<file path="src/rtl/smd_pkg.sv">
package smd_pkg;

  // Depth of each side's element buffer.
  localparam int unsigned FIFO_DEPTH = 16;
  localparam int unsigned IDX_W      = $clog2(FIFO_DEPTH);
  localparam int unsigned FILL_W     = $clog2(FIFO_DEPTH + 1);

  localparam int unsigned ELEM_W  = 64;
  localparam int unsigned COUNT_W = 32;

  // Result kinds.
  localparam logic [1:0] KIND_VALUE  = 2'd0;
  localparam logic [1:0] KIND_END    = 2'd1;
  localparam logic [1:0] KIND_REJECT = 2'd2;

  // Input operation codes.
  localparam logic OP_PUSH  = 1'b0;
  localparam logic OP_CLOSE = 1'b1;

  // Input word as seen on the port.
  typedef struct packed {
    logic              op;
    logic              side;
    logic [ELEM_W-1:0] element;
  } in_t;

  // Result word as seen on the port.
  typedef struct packed {
    logic [1:0]         kind;
    logic [ELEM_W-1:0]  merged_value;
    logic [COUNT_W-1:0] unique_count;
    logic               last_of_run;
  } out_t;

  // Classified command handed from the front to the engine.
  typedef enum logic [1:0] {
    CMD_PUSH_LEFT   = 2'd0,
    CMD_PUSH_RIGHT  = 2'd1,
    CMD_CLOSE_LEFT  = 2'd2,
    CMD_CLOSE_RIGHT = 2'd3
  } cmd_e;

  typedef struct packed {
    cmd_e              cmd;
    logic [ELEM_W-1:0] element;
  } cmd_t;

endpackage

</file>
<file path="src/rtl/sorted_merge_dedup.sv">
// Channel   Direction  Handshake          Payload
// input     in         push / full        in_data_i  (op, side, element)
// result    out        empty / pop        out_data_o (kind, merged_value, unique_count,
//                                                     last_of_run)
//
// For each word the engine takes the word, runs compare-and-pop steps while heads can
// leave (equal heads leave together in one step), sees that nothing more can leave, and
// then hands over the final result; a rejected word skips the compare-and-pop steps.
// Its single compare-and-pop engine does not take a new word until it is back in idle.
// Reset is asynchronous and active low and empties every buffer and queue.
// A full result queue stalls the engine; the input queue keeps taking words until full.
module sorted_merge_dedup (
  input  logic          clk_i,
  input  logic          rst_ni,
  input  logic          push,
  output logic          full,
  input  smd_pkg::in_t  in_data_i,
  output logic          empty,
  input  logic          pop,
  output smd_pkg::out_t out_data_o
);

  logic          cmd_valid, cmd_ready;
  smd_pkg::cmd_t cmd;
  logic          res_valid, res_full;
  smd_pkg::out_t res;

  // Input queue and command decode.
  smd_front u_front (
    .clk_i       (clk_i),
    .rst_ni      (rst_ni),
    .push        (push),
    .full        (full),
    .in_data_i   (in_data_i),
    .cmd_valid_o (cmd_valid),
    .cmd_o       (cmd),
    .cmd_ready_i (cmd_ready)
  );

  // Merge engine with both element buffers.
  smd_back u_back (
    .clk_i       (clk_i),
    .rst_ni      (rst_ni),
    .cmd_valid_i (cmd_valid),
    .cmd_i       (cmd),
    .cmd_ready_o (cmd_ready),
    .res_valid_o (res_valid),
    .res_o       (res),
    .res_full_i  (res_full)
  );

  // Result queue toward the consumer.
  smd_outq u_outq (
    .clk_i       (clk_i),
    .rst_ni      (rst_ni),
    .res_valid_i (res_valid),
    .res_i       (res),
    .res_full_o  (res_full),
    .empty       (empty),
    .pop         (pop),
    .out_data_o  (out_data_o)
  );

endmodule

</file>
<file path="src/rtl/smd_front.sv">
module smd_front (
  input  logic         clk_i,
  input  logic         rst_ni,
  input  logic         push,
  output logic         full,
  input  smd_pkg::in_t in_data_i,
  output logic         cmd_valid_o,
  output smd_pkg::cmd_t cmd_o,
  input  logic         cmd_ready_i
);

  smd_pkg::cmd_t slot_q [2];
  logic          wr_q, rd_q;
  logic [1:0]    cnt_q;
  smd_pkg::cmd_t cmd_in;
  logic          do_wr, do_rd;

  // Classify the incoming word by operation and side.
  always_comb begin
    cmd_in.element = in_data_i.element;
    case ({in_data_i.op, in_data_i.side})
      {smd_pkg::OP_PUSH, 1'b0}:  cmd_in.cmd = smd_pkg::CMD_PUSH_LEFT;
      {smd_pkg::OP_PUSH, 1'b1}:  cmd_in.cmd = smd_pkg::CMD_PUSH_RIGHT;
      {smd_pkg::OP_CLOSE, 1'b0}: cmd_in.cmd = smd_pkg::CMD_CLOSE_LEFT;
      default:                   cmd_in.cmd = smd_pkg::CMD_CLOSE_RIGHT;
    endcase
  end

  assign full        = (cnt_q == 2'd2);
  assign cmd_valid_o = (cnt_q != 2'd0);
  assign cmd_o       = slot_q[rd_q];
  assign do_wr       = push && !full;
  assign do_rd       = cmd_valid_o && cmd_ready_i;

  // Two-entry command queue storage.
  always_ff @(posedge clk_i) begin
    if (do_wr) begin
      slot_q[wr_q] <= cmd_in;
    end
  end

  // Queue pointers and occupancy.
  always_ff @(posedge clk_i or negedge rst_ni) begin
    if (!rst_ni) begin
      wr_q  <= 1'b0;
      rd_q  <= 1'b0;
      cnt_q <= 2'd0;
    end else begin
      if (do_wr) wr_q <= ~wr_q;
      if (do_rd) rd_q <= ~rd_q;
      case ({do_wr, do_rd})
        2'b10:   cnt_q <= cnt_q + 2'd1;
        2'b01:   cnt_q <= cnt_q - 2'd1;
        default: cnt_q <= cnt_q;
      endcase
    end
  end

endmodule

</file>
<file path="src/rtl/smd_outq.sv">
module smd_outq (
  input  logic          clk_i,
  input  logic          rst_ni,
  input  logic          res_valid_i,
  input  smd_pkg::out_t res_i,
  output logic          res_full_o,
  output logic          empty,
  input  logic          pop,
  output smd_pkg::out_t out_data_o
);

  smd_pkg::out_t slot_q [2];
  logic          wr_q, rd_q;
  logic [1:0]    cnt_q;
  logic          do_wr, do_rd;

  assign res_full_o = (cnt_q == 2'd2);
  assign empty      = (cnt_q == 2'd0);
  assign out_data_o = slot_q[rd_q];
  assign do_wr      = res_valid_i && !res_full_o;
  assign do_rd      = pop && !empty;

  // Two-entry result queue storage.
  always_ff @(posedge clk_i) begin
    if (do_wr) begin
      slot_q[wr_q] <= res_i;
    end
  end

  // Queue pointers and occupancy.
  always_ff @(posedge clk_i or negedge rst_ni) begin
    if (!rst_ni) begin
      wr_q  <= 1'b0;
      rd_q  <= 1'b0;
      cnt_q <= 2'd0;
    end else begin
      if (do_wr) wr_q <= ~wr_q;
      if (do_rd) rd_q <= ~rd_q;
      case ({do_wr, do_rd})
        2'b10:   cnt_q <= cnt_q + 2'd1;
        2'b01:   cnt_q <= cnt_q - 2'd1;
        default: cnt_q <= cnt_q;
      endcase
    end
  end

endmodule

</file>
<file path="src/rtl/smd_back.sv">
module smd_back (
  input  logic          clk_i,
  input  logic          rst_ni,
  input  logic          cmd_valid_i,
  input  smd_pkg::cmd_t cmd_i,
  output logic          cmd_ready_o,
  output logic          res_valid_o,
  output smd_pkg::out_t res_o,
  input  logic          res_full_i
);

  typedef enum logic [2:0] {
    ST_IDLE  = 3'b001,
    ST_DRAIN = 3'b010,
    ST_FLUSH = 3'b100
  } state_e;

  localparam logic [smd_pkg::IDX_W-1:0]  LastIdx  = smd_pkg::IDX_W'(smd_pkg::FIFO_DEPTH - 1);
  localparam logic [smd_pkg::FILL_W-1:0] DepthFill = smd_pkg::FILL_W'(smd_pkg::FIFO_DEPTH);
  localparam logic [smd_pkg::FILL_W:0]   DepthSum  = (smd_pkg::FILL_W + 1)'(smd_pkg::FIFO_DEPTH);

  state_e state_q, state_d;

  logic [smd_pkg::ELEM_W-1:0] left_mem_q  [smd_pkg::FIFO_DEPTH];
  logic [smd_pkg::ELEM_W-1:0] right_mem_q [smd_pkg::FIFO_DEPTH];

  logic [smd_pkg::FILL_W-1:0]  lfill_q, lfill_d, rfill_q, rfill_d;
  logic [smd_pkg::IDX_W-1:0]   lhead_q, lhead_d, rhead_q, rhead_d;
  logic                        lclosed_q, lclosed_d, rclosed_q, rclosed_d;
  logic                        seen_q, seen_d;
  logic [smd_pkg::ELEM_W-1:0]  last_q, last_d;
  logic [smd_pkg::COUNT_W-1:0] count_q, count_d;
  logic                        pend_valid_q, pend_valid_d;
  smd_pkg::out_t               pend_q, pend_d;

  logic                       room;
  logic [smd_pkg::ELEM_W-1:0] head_l, head_r, pop_val;
  logic                       pop_l, pop_r, send;
  logic                       new_res;
  smd_pkg::out_t              new_val;
  logic [smd_pkg::FILL_W:0]   lsum, rsum;
  logic [smd_pkg::IDX_W-1:0]  ltail, rtail;
  logic                       wr_l, wr_r;

  assign room        = !res_full_i;
  assign cmd_ready_o = (state_q == ST_IDLE) && room;

  // Head reads of both element buffers.
  assign head_l = left_mem_q[lhead_q];
  assign head_r = right_mem_q[rhead_q];

  // Tail positions, wrapped at the buffer depth.
  always_comb begin
    lsum  = (smd_pkg::FILL_W + 1)'(lhead_q) + (smd_pkg::FILL_W + 1)'(lfill_q);
    rsum  = (smd_pkg::FILL_W + 1)'(rhead_q) + (smd_pkg::FILL_W + 1)'(rfill_q);
    if (lsum >= DepthSum) lsum = lsum - DepthSum;
    if (rsum >= DepthSum) rsum = rsum - DepthSum;
    ltail = lsum[smd_pkg::IDX_W-1:0];
    rtail = rsum[smd_pkg::IDX_W-1:0];
  end

  // Pick which heads leave this cycle.
  always_comb begin
    pop_l = 1'b0;
    pop_r = 1'b0;
    if ((lfill_q != '0) && (rfill_q != '0)) begin
      pop_l = (head_l <= head_r);
      pop_r = (head_l >= head_r);
    end else if ((lfill_q != '0) && rclosed_q) begin
      pop_l = 1'b1;
    end else if ((rfill_q != '0) && lclosed_q) begin
      pop_r = 1'b1;
    end
    pop_val = pop_l ? head_l : head_r;
    send    = !seen_q || (pop_val != last_q);
  end

  // Sequencer: take a command, drain (not after a reject), flush, then take the next.
  always_comb begin
    state_d      = state_q;
    lfill_d      = lfill_q;
    rfill_d      = rfill_q;
    lhead_d      = lhead_q;
    rhead_d      = rhead_q;
    lclosed_d    = lclosed_q;
    rclosed_d    = rclosed_q;
    seen_d       = seen_q;
    last_d       = last_q;
    count_d      = count_q;
    pend_valid_d = pend_valid_q;
    pend_d       = pend_q;
    new_res      = 1'b0;
    new_val      = '0;
    wr_l         = 1'b0;
    wr_r         = 1'b0;
    res_valid_o  = 1'b0;
    res_o        = pend_q;
    res_o.last_of_run = 1'b0;

    if (room) begin
      case (state_q)
        ST_IDLE: begin
          if (cmd_valid_i) begin
            state_d = ST_DRAIN;
            case (cmd_i.cmd)
              smd_pkg::CMD_PUSH_LEFT: begin
                if (lclosed_q || (lfill_q >= DepthFill)) begin
                  new_res = 1'b1;
                  new_val.kind = smd_pkg::KIND_REJECT;
                  state_d = ST_FLUSH;
                end else begin
                  wr_l    = 1'b1;
                  lfill_d = lfill_q + 1'b1;
                end
              end
              smd_pkg::CMD_PUSH_RIGHT: begin
                if (rclosed_q || (rfill_q >= DepthFill)) begin
                  new_res = 1'b1;
                  new_val.kind = smd_pkg::KIND_REJECT;
                  state_d = ST_FLUSH;
                end else begin
                  wr_r    = 1'b1;
                  rfill_d = rfill_q + 1'b1;
                end
              end
              smd_pkg::CMD_CLOSE_LEFT: begin
                if (lclosed_q) begin
                  new_res = 1'b1;
                  new_val.kind = smd_pkg::KIND_REJECT;
                  state_d = ST_FLUSH;
                end else begin
                  lclosed_d = 1'b1;
                end
              end
              default: begin
                if (rclosed_q) begin
                  new_res = 1'b1;
                  new_val.kind = smd_pkg::KIND_REJECT;
                  state_d = ST_FLUSH;
                end else begin
                  rclosed_d = 1'b1;
                end
              end
            endcase
          end
        end
        ST_DRAIN: begin
          if (pop_l || pop_r) begin
            if (pop_l) begin
              lfill_d = lfill_q - 1'b1;
              lhead_d = (lhead_q == LastIdx) ? '0 : lhead_q + 1'b1;
            end
            if (pop_r) begin
              rfill_d = rfill_q - 1'b1;
              rhead_d = (rhead_q == LastIdx) ? '0 : rhead_q + 1'b1;
            end
            if (send) begin
              new_res              = 1'b1;
              new_val.kind         = smd_pkg::KIND_VALUE;
              new_val.merged_value = pop_val;
              last_d               = pop_val;
              seen_d               = 1'b1;
              if (count_q != '1) count_d = count_q + 1'b1;
            end
          end else begin
            state_d = ST_FLUSH;
            if (lclosed_q && rclosed_q && (lfill_q == '0) && (rfill_q == '0)) begin
              // Both streams finished: report the count and start over.
              new_res              = 1'b1;
              new_val.kind         = smd_pkg::KIND_END;
              new_val.unique_count = count_q;
              lhead_d   = '0;
              rhead_d   = '0;
              lclosed_d = 1'b0;
              rclosed_d = 1'b0;
              seen_d    = 1'b0;
              last_d    = '0;
              count_d   = '0;
            end
          end
        end
        ST_FLUSH: begin
          state_d = ST_IDLE;
          if (pend_valid_q) begin
            res_valid_o       = 1'b1;
            res_o.last_of_run = 1'b1;
            pend_valid_d      = 1'b0;
          end
        end
        default: begin
          state_d = ST_IDLE;
        end
      endcase

      // A new result pushes out the one held back, which then cannot be the last.
      if (new_res) begin
        if (pend_valid_q) begin
          res_valid_o = 1'b1;
        end
        pend_d       = new_val;
        pend_valid_d = 1'b1;
      end
    end
  end

  // Element buffer writes.
  always_ff @(posedge clk_i) begin
    if (wr_l) left_mem_q[ltail] <= cmd_i.element;
    if (wr_r) right_mem_q[rtail] <= cmd_i.element;
  end

  // Held-back result payload.
  always_ff @(posedge clk_i) begin
    pend_q <= pend_d;
  end

  // Control state.
  always_ff @(posedge clk_i or negedge rst_ni) begin
    if (!rst_ni) begin
      state_q      <= ST_IDLE;
      lfill_q      <= '0;
      rfill_q      <= '0;
      lhead_q      <= '0;
      rhead_q      <= '0;
      lclosed_q    <= 1'b0;
      rclosed_q    <= 1'b0;
      seen_q       <= 1'b0;
      last_q       <= '0;
      count_q      <= '0;
      pend_valid_q <= 1'b0;
    end else begin
      state_q      <= state_d;
      lfill_q      <= lfill_d;
      rfill_q      <= rfill_d;
      lhead_q      <= lhead_d;
      rhead_q      <= rhead_d;
      lclosed_q    <= lclosed_d;
      rclosed_q    <= rclosed_d;
      seen_q       <= seen_d;
      last_q       <= last_d;
      count_q      <= count_d;
      pend_valid_q <= pend_valid_d;
    end
  end

endmodule

</file>
<file path="config.mk">
export PLATFORM = sky130hd
export DESIGN_NAME = sorted_merge_dedup
export DESIGN_NICKNAME = d
export VERILOG_FILES = /design/src/rtl/smd_pkg.sv /design/src/rtl/sorted_merge_dedup.sv /design/src/rtl/smd_front.sv /design/src/rtl/smd_outq.sv /design/src/rtl/smd_back.sv
export SDC_FILE = /design/constraint.sdc
export NUM_CORES = 2
export LEC_CHECK = 0
export BUFFER_PORTS_ARGS = -buffer_cell sky130_fd_sc_hd__buf_2
export CAP_MARGIN = 20
export CORE_ASPECT_RATIO = 0.7
export CORE_UTILIZATION = 25
export DETAILED_ROUTE_END_ITERATION = 7
export PLACE_DENSITY = 0.37
export SKIP_LAST_GASP = 1
export SLEW_MARGIN = 20
export SYNTH_ARGS = -nofsm -noshare
export SYNTH_HDL_FRONTEND = slang
export SYNTH_SLANG_ARGS = --single-unit
</file>
<file path="constraint.sdc">
create_clock -name clk_i -period 16.01 [get_ports clk_i]
set_clock_uncertainty 0.1 [all_clocks]
set_input_delay 3.202 -clock clk_i [delete_from_list [all_inputs] [get_ports clk_i]]
set_output_delay 3.202 -clock clk_i [all_outputs]
set_load 0.005 [all_outputs]
</file>
## Word-level counts from Yosys, hierarchy flattened

Memories as Yosys holds them, arrays and structs flattened.
Cells that the tools add are included.

- Flip-flop bits (word level): 227
- RAM bits: 2378
- Output and inout bits: 101
- Word-level logic and storage cells: 232
- Memories kept: 4

- Add/subtract/negate cells: 15
- $lt $le $gt $ge: 6
- Equality and inequality tests: 33
- Multiplexer cells: 101
- Bitwise operators: 7
- Reductions and logical operators: 46

Memories:

| name | depth | width | read ports | clocked after Yosys merged registers in | write ports | line | source |
|---|---|---|---|---|---|---|---|
| u_back.left_mem_q | 16 | 64 | 1 | 0 | 1 | smd_back.sv:24 | `logic [smd_pkg::ELEM_W-1:0] left_mem_q [smd_pkg::FIFO_DEPTH];` |
| u_back.right_mem_q | 16 | 64 | 1 | 0 | 1 | smd_back.sv:25 | `logic [smd_pkg::ELEM_W-1:0] right_mem_q [smd_pkg::FIFO_DEPTH];` |
| u_outq.slot_q | 2 | 99 | 1 | 0 | 1 | smd_outq.sv:12 | `smd_pkg::out_t slot_q [2];` |
| u_front.slot_q | 2 | 66 | 1 | 0 | 1 | smd_front.sv:12 | `smd_pkg::cmd_t slot_q [2];` |

Operator list:

| operator | number |
|---|---|
| 64-bit 2-to-1 mux | 4 |
| 32-bit 2-to-1 mux | 4 |
| 64-bit >= comparator | 1 |
| 64-bit <= comparator | 1 |
| 64-bit inequality test | 1 |
| 1-bit 2-to-1 mux | 50 |
| 5-bit 2-to-1 mux | 10 |
| 4-bit 2-to-1 mux | 9 |
| 32-bit by 1-bit adder with 32-bit output (second input constant) | 1 |
| 32-bit inequality test (second input constant) | 1 |
| 5-bit one-hot mux with 2 select lines | 2 |
| 3-bit 2-to-1 mux | 6 |
| 2-bit inequality test (second input constant) | 9 |
| 2-bit by 1-bit inequality test with 1-bit output (second input constant) | 7 |
| 7-bit AND reduction | 2 |
| 4-bit by 5-bit adder with 6-bit output | 2 |
| 2-bit equality test (second input constant) | 6 |
| 6-bit by 5-bit >= comparator with 1-bit output (second input constant) | 2 |
| 2-bit one-hot mux with 2 select lines | 3 |
| 2-bit one-hot mux with 3 select lines | 2 |
| 4-bit AND reduction | 3 |
| 6-bit AND reduction | 2 |
| 2-bit nonzero test | 6 |
| 1-bit logical AND | 11 |
| 27 further kinds | 63 |

## Longest topological paths before layout

- Depth in word-level cells: 16
- Depth in mapped cells: 33

## By module

From an unflattened synthesis, not the netlist that was laid out.

- Cells, all modules: 5724
- Area, all modules: 105341.0 um^2

Modules (own cells, without submodules):

| module | times used | cells an instance | area each (um^2) |
|---|---|---|---|
| smd_back | 1 | 5173 | 92421.1 |
| smd_outq | 1 | 326 | 7837.5 |
| smd_front | 1 | 225 | 5082.4 |

## Worst setup path before layout

OpenSTA, ideal clock, no wires.

- Path kind: register to register
- Start point: reg u_back.rhead_q[1] in the netlist's numbering
- End point: mem u_outq.slot_q[0][0] in the netlist's numbering, enable pin
- Setup time: 0.616 ns
- Data arrival time: 11.131 ns
- Data required time: 15.294 ns
- Path slack: 4.163 ns
- Cell stages (with the launch flop): 26
- Cell sequence: dfrtp_1 > buf_2 > buf_2 > buf_2 > buf_2 > buf_4 > clkbuf_1 > mux4_2 > mux4_2 > inv_1 > ha_1 > nand2_1 > o21ai_0 > a221oi_1 > o22ai_1 > or4_1 > buf_2 > nand2_2 > buf_2 > a21oi_1 > a211oi_1 > nand2b_1 > buf_2 > buf_6 > buf_6 > a31oi_1

- Cells in the longest elaborated chain, start to end: 15
- Elaborated cells on any way between the ends: 18
- Classes of those cells: 2 x order compare; 1 x eq/ne; 11 x mux; 3 x reduce/logical; 1 x memory

Ends and longest elaborated chain:

| what | line | source |
|---|---|---|
| start: declaration | smd_back.sv:28 | `logic [smd_pkg::IDX_W-1:0] lhead_q, lhead_d, rhead_q, rhead_d;` |
| start signal: assignment | smd_back.sv:236 | `rhead_q <= rhead_d;` |
| memory 16 x 64 bit (*) | - |  |
| 64-bit <= comparator | smd_back.sv:67 | `pop_l = (head_l <= head_r);` |
| 1-bit 2-to-1 mux | smd_back.sv:66 | `if ((lfill_q != '0) && (rfill_q != '0)) begin` |
| 64-bit 2-to-1 mux | smd_back.sv:74 | `pop_val = pop_l ? head_l : head_r;` |
| 64-bit inequality test | smd_back.sv:75 | `send = !seen_q \|\| (pop_val != last_q);` |
| 1-bit logical OR | smd_back.sv:75 |  |
| 1-bit 2-to-1 mux | smd_back.sv:157 | `if (send) begin` |
| 1-bit 2-to-1 mux (*) | smd_back.sv:148 | `if (pop_l \|\| pop_r) begin` |
| 1-bit one-hot mux with 2 select lines (*) | smd_back.sv:101 | `case (state_q)` |
| 1-bit 2-to-1 mux (*) | smd_back.sv:100 | `if (room) begin` |
| 1-bit 2-to-1 mux (*) | smd_back.sv:196 | `if (new_res) begin` |
| 1-bit 2-to-1 mux (*) | smd_back.sv:100 |  |
| 1-bit logical AND (*) | smd_outq.sv:20 | `assign do_wr = res_valid_i && !res_full_o;` |
| 1-bit 2-to-1 mux (*) | smd_outq.sv:25 | `if (do_wr) begin` |
| 1-bit 2-to-1 mux (implied by the code) (*) | smd_outq.sv:26 | `slot_q[wr_q] <= res_i;` |
| end: declaration | smd_outq.sv:12 |  |

Mark *: on every way between the ends. The rest lies on a longest branch, timed or not. The select of a mux whose other input is x is not followed.

## Worst setup path after layout

- Start point: reg u_back.rhead_q[0] in the netlist's numbering
- End point: reg u_back.pend_q (netlist bit u_back.res_o[73]), enable pin

- Cells in the longest elaborated chain, start to end: 11
- Elaborated cells on any way between the ends: 14
- Classes of those cells: 2 x order compare; 1 x eq/ne; 7 x mux; 3 x reduce/logical; 1 x memory

Ends and longest elaborated chain:

| what | line | source |
|---|---|---|
| memory 16 x 64 bit (*) | - |  |
| 64-bit <= comparator | smd_back.sv:67 |  |
| 1-bit 2-to-1 mux | smd_back.sv:66 |  |
| 64-bit 2-to-1 mux | smd_back.sv:74 |  |
| 64-bit inequality test | smd_back.sv:75 |  |
| 1-bit logical OR | smd_back.sv:75 |  |
| 1-bit 2-to-1 mux | smd_back.sv:157 |  |
| 1-bit 2-to-1 mux (*) | smd_back.sv:148 |  |
| 1-bit one-hot mux with 2 select lines (*) | smd_back.sv:101 |  |
| 1-bit 2-to-1 mux (*) | smd_back.sv:100 |  |
| 2-bit AND reduction (no line) (*) | - |  |
| end signal: assignment | smd_back.sv:214 | `pend_q <= pend_d;` |
| end: declaration | smd_back.sv:34 | `smd_pkg::out_t pend_q, pend_d;` |

Marks and branches as above.
A chain may end at the register's enable or synchronous reset.

==> impl_metrics.env <==
export IMPL_status="finished, violations left"
export IMPL_failed_checks="DRC"
export IMPL_synth_largest_area_cell="edfxtp_1"
export IMPL_final_area_sq_mm=0.122
export IMPL_crit_chain="buf_4 -> buf_4 -> mux4_2 -> nor2_1 -> nor2_1 -> o21ai_1 -> ha_1 -> nand4_1 -> nor4_2 -> nand4_1 -> a31oi_1 -> or4_1 -> nand2_4 -> buf_4 -> nor4_1 -> o2111ai_1 -> or4_1 -> nor4_4 -> nand2b_4 -> nand2_4 -> buf_4"
export IMPL_slew_headroom_pct=14.0
export IMPL_p_switching_w=0.00808
export IMPL_powerDensity_mw_per_mm2=184
export IMPL_via_per_inst=4.91
export IMPL_period_share_pct=67.3
export IMPL_final_cell_mix="2476 x edfxtp_1, 412 x mux4_2, 325 x nand2_1, 287 x clkbuf_16, 267 x mux2i_1"
export IMPL_final_core_util_pct=29.3
export IMPL_cp_arrival_ns=11.18
export IMPL_detail_route_antenna_nets=0
export IMPL_cts_setup_buffers=0
export IMPL_start_kind="flip-flop"
export IMPL_postPlaceCellArea_sq_mm=0.113
export IMPL_cts_root_buf="clkbuf_16"
export IMPL_num_vias=58300
export IMPL_crit_top_cell="buf_4"
export IMPL_n_fill_cell=41000
export IMPL_synth_edf_count=2476
export IMPL_seqPwrFrac_pct=41.4
export IMPL_synth_top_area_share_pct=70.8
export IMPL_ir_drop_mv=0.227
export IMPL_syn_area_sq_mm=0.105
export IMPL_ys_warn_count=0
export IMPL_synth_area_leaders="edfxtp_1 71%, mux4_2 8.8%, dfrtp_1 3.0%, mux2i_1 2.6%, mux2_2 2.1%"
export IMPL_power_w=0.0224
export IMPL_max_stage_delay_ns=0.92
export IMPL_die_x_microns=777
export IMPL_synth_nets=5886
export IMPL_rsz0062_at_grt="false"
export IMPL_syn_inst=5731
export IMPL_required_ns=16.41
export IMPL_totalWireLength_microns=396000
export IMPL_drtIter0Drc=6474
export IMPL_finalCriticalPeriod_ns=10.78
export IMPL_port_buffers=170
export IMPL_worstMarginPinSlew_ns=1.27
export IMPL_wl_per_cell_microns=33.3
export IMPL_ctsResizeCount=0
export IMPL_hold_viol=0
export IMPL_fin_tns_setup_ns=0
export IMPL_maxSlewViolCount=0
export IMPL_synth_seq_cells=2605
export IMPL_grt_ovfl_total=0
export IMPL_switching_share_pct=36.0
export IMPL_synth_area_per_cell_sq_um=18.3
export IMPL_cts_buffers_inserted=282
export IMPL_slowest_stage="dfrtp_4"
export IMPL_drcViolationCount=20
export IMPL_area_growth_pct=16.4
export IMPL_grtUsageTotal_pct=18.3
export IMPL_start_util_pct=25.2
export IMPL_synth_main_ff_cell="edfxtp_1"
export IMPL_hold_path_class="reg2reg"
export IMPL_yosys_cell_types_count=93
export IMPL_path_clk_slew_ns=0.06
export IMPL_worst_path_buf_inv=4
export IMPL_hpwl_microns=257000
export IMPL_p_leak_nw=38.2
export IMPL_clockPowerShare_pct=28.7
export IMPL_cts_max_level=5
export IMPL_rows=198
export IMPL_path_max_fanout=69
export IMPL_setup_violations=0
export IMPL_cap_violations=0
export IMPL_synthArstFlopShare_pct=4.95
export IMPL_grt_pass1_vias=56900
export IMPL_p_comb_share_pct=29.9
export IMPL_grt_pass1_wl_microns=529000
export IMPL_routabilityCongestion=0.936
export IMPL_dieHeight_microns=544
export IMPL_cts_sinks=2605
export IMPL_seq_area_frac_synth_pct=73.9
export IMPL_insertion_delay_ns=0.90
export IMPL_critPathKind="reg2reg"
export IMPL_grt_max_degree=105
export IMPL_p_int_w=0.0144
export IMPL_final_common_cell="edfxtp_1"
export IMPL_drive_gt1_share_pct=23.4
export IMPL_dr_pass1_iters=8
export IMPL_postCtsHoldBufs=0
export IMPL_cts_buffer_depth=4
export IMPL_multi_input_area_sq_mm=0.0260
export IMPL_io_pins=171
export IMPL_critPathCaptureType="flip-flop"
export IMPL_core_area_sq_mm=0.417
export IMPL_max_freq_ghz=0.0928
export IMPL_die_area_sq_mm=0.423
export IMPL_crit_family="simple AND/OR/NAND/NOR gates"
export IMPL_grt_antenna_before_repair=41
export IMPL_nets=6225
export IMPL_ff_latch_area_sq_mm=0.0776
export IMPL_cts_tree="done"
power by group through the flow:
stage | Clock (W) | Sequential, W | Combinational [W]
final | 0.00643 | 0.00929 | 0.00672
after detailed placement | 0 | 0.00942 | 0.00669
after global placement | 0 | 0.00942 | 0.00666
after global routing | 0.00688 | 0.00934 | 0.00705
after floorplan | 0 | 0.00918 | 0.00353
after CTS | 0.00662 | 0.00929 | 0.00671
Yosys cell counts (all sizes together), types with 45 or more instances:
library cell	count
a221oi	81
o31ai	66
nor2	212
nand2	327
and2	45
a22oi	89
mux4	412
mux2i	269
edfxtp	2476
ha	81
a21oi	124
inv	80
buf	173
nand3	76
o21ai	234
dfrtp	128
clkbuf	139
mux2	199
flip-flops by register name, indices dropped and copies added, names as in the netlist, 2 cells and up:
name	cells
u_back.rfill_q	5
u_front.cnt_q	2
u_back.count_q	32
u_back.last_q	64
u_front.slot_q	132
u_back.right_mem_q	1024
u_outq.slot_q	198
u_back.res_o	98
u_back.left_mem_q	1024
u_outq.cnt_q	2
u_back.lfill_q	5
u_back.rhead_q	4
u_back.lhead_q	4
u_back.state_q	3
kinds of logic after synthesis:
kind of cell | Yosys count | synth area share (%)
compound gates | 797 | 5.07
xor+xnor | 61 | 0.509
flops | 2605 | 73.9
mux | 880 | 13.5
simple gates | 910 | 4.15
buf+inv | 393 | 1.84
fa+ha+maj | 85 | 1.04
routing by layer:
metal / global-route usage, % / part of all wire (%) / vias to the layer above
li1: - / - / 23900
met1: 28.8 / 50 / 31900
met2: 26.3 / 42 / 2062
met3: 3.27 / 6.7 / 385
met4: 3.00 / 1.6 / 16
met5: 0 / 0.028 / -
layout make-up:
type                       instances  share of cell area, %
tap                             5600                   5.73
clock buffer                     352                   6.14
multi-input combinational       2733                   21.3
timing repair buffer             367                   2.00
antenna                           11                 0.0225
sequential                      2605                   63.5
clock inverter                   134                   1.07
inverter                          81                  0.254
final timing paths:
path / start / to / slack, ns / cells after the start
worst max-delay path: u_back.rhead_q[0] / u_back.res_o[73] / 5.23 / 21
worst min-delay path: u_back.res_o[59] / u_outq.slot_q[0][59] / 0.34 / 0
worst max register to register: u_back.rhead_q[0] / u_back.res_o[73] / 5.23 / 21
worst min register to register: u_back.res_o[59] / u_outq.slot_q[0][59] / 0.34 / 0
max in group asynchronous: rst_ni / u_back.lhead_q[1] / 12.23 / 2
min in group asynchronous: rst_ni / u_back.rclosed_q / 2.26 / 1
through the flow:
step	hold slack, ns	worst slack, ns	std cells
6_report	0.335	5.23	11900
5_1_grt	0.342	4.72	11900
4_1_cts	0.324	5.33	11900
3_5_place_dp	0.329	5.38	11400
3_3_place_gp	0.328	4.95	11400
2_1_floorplan	0.321	4.16	5731
(Power assumes the default switching activity.)
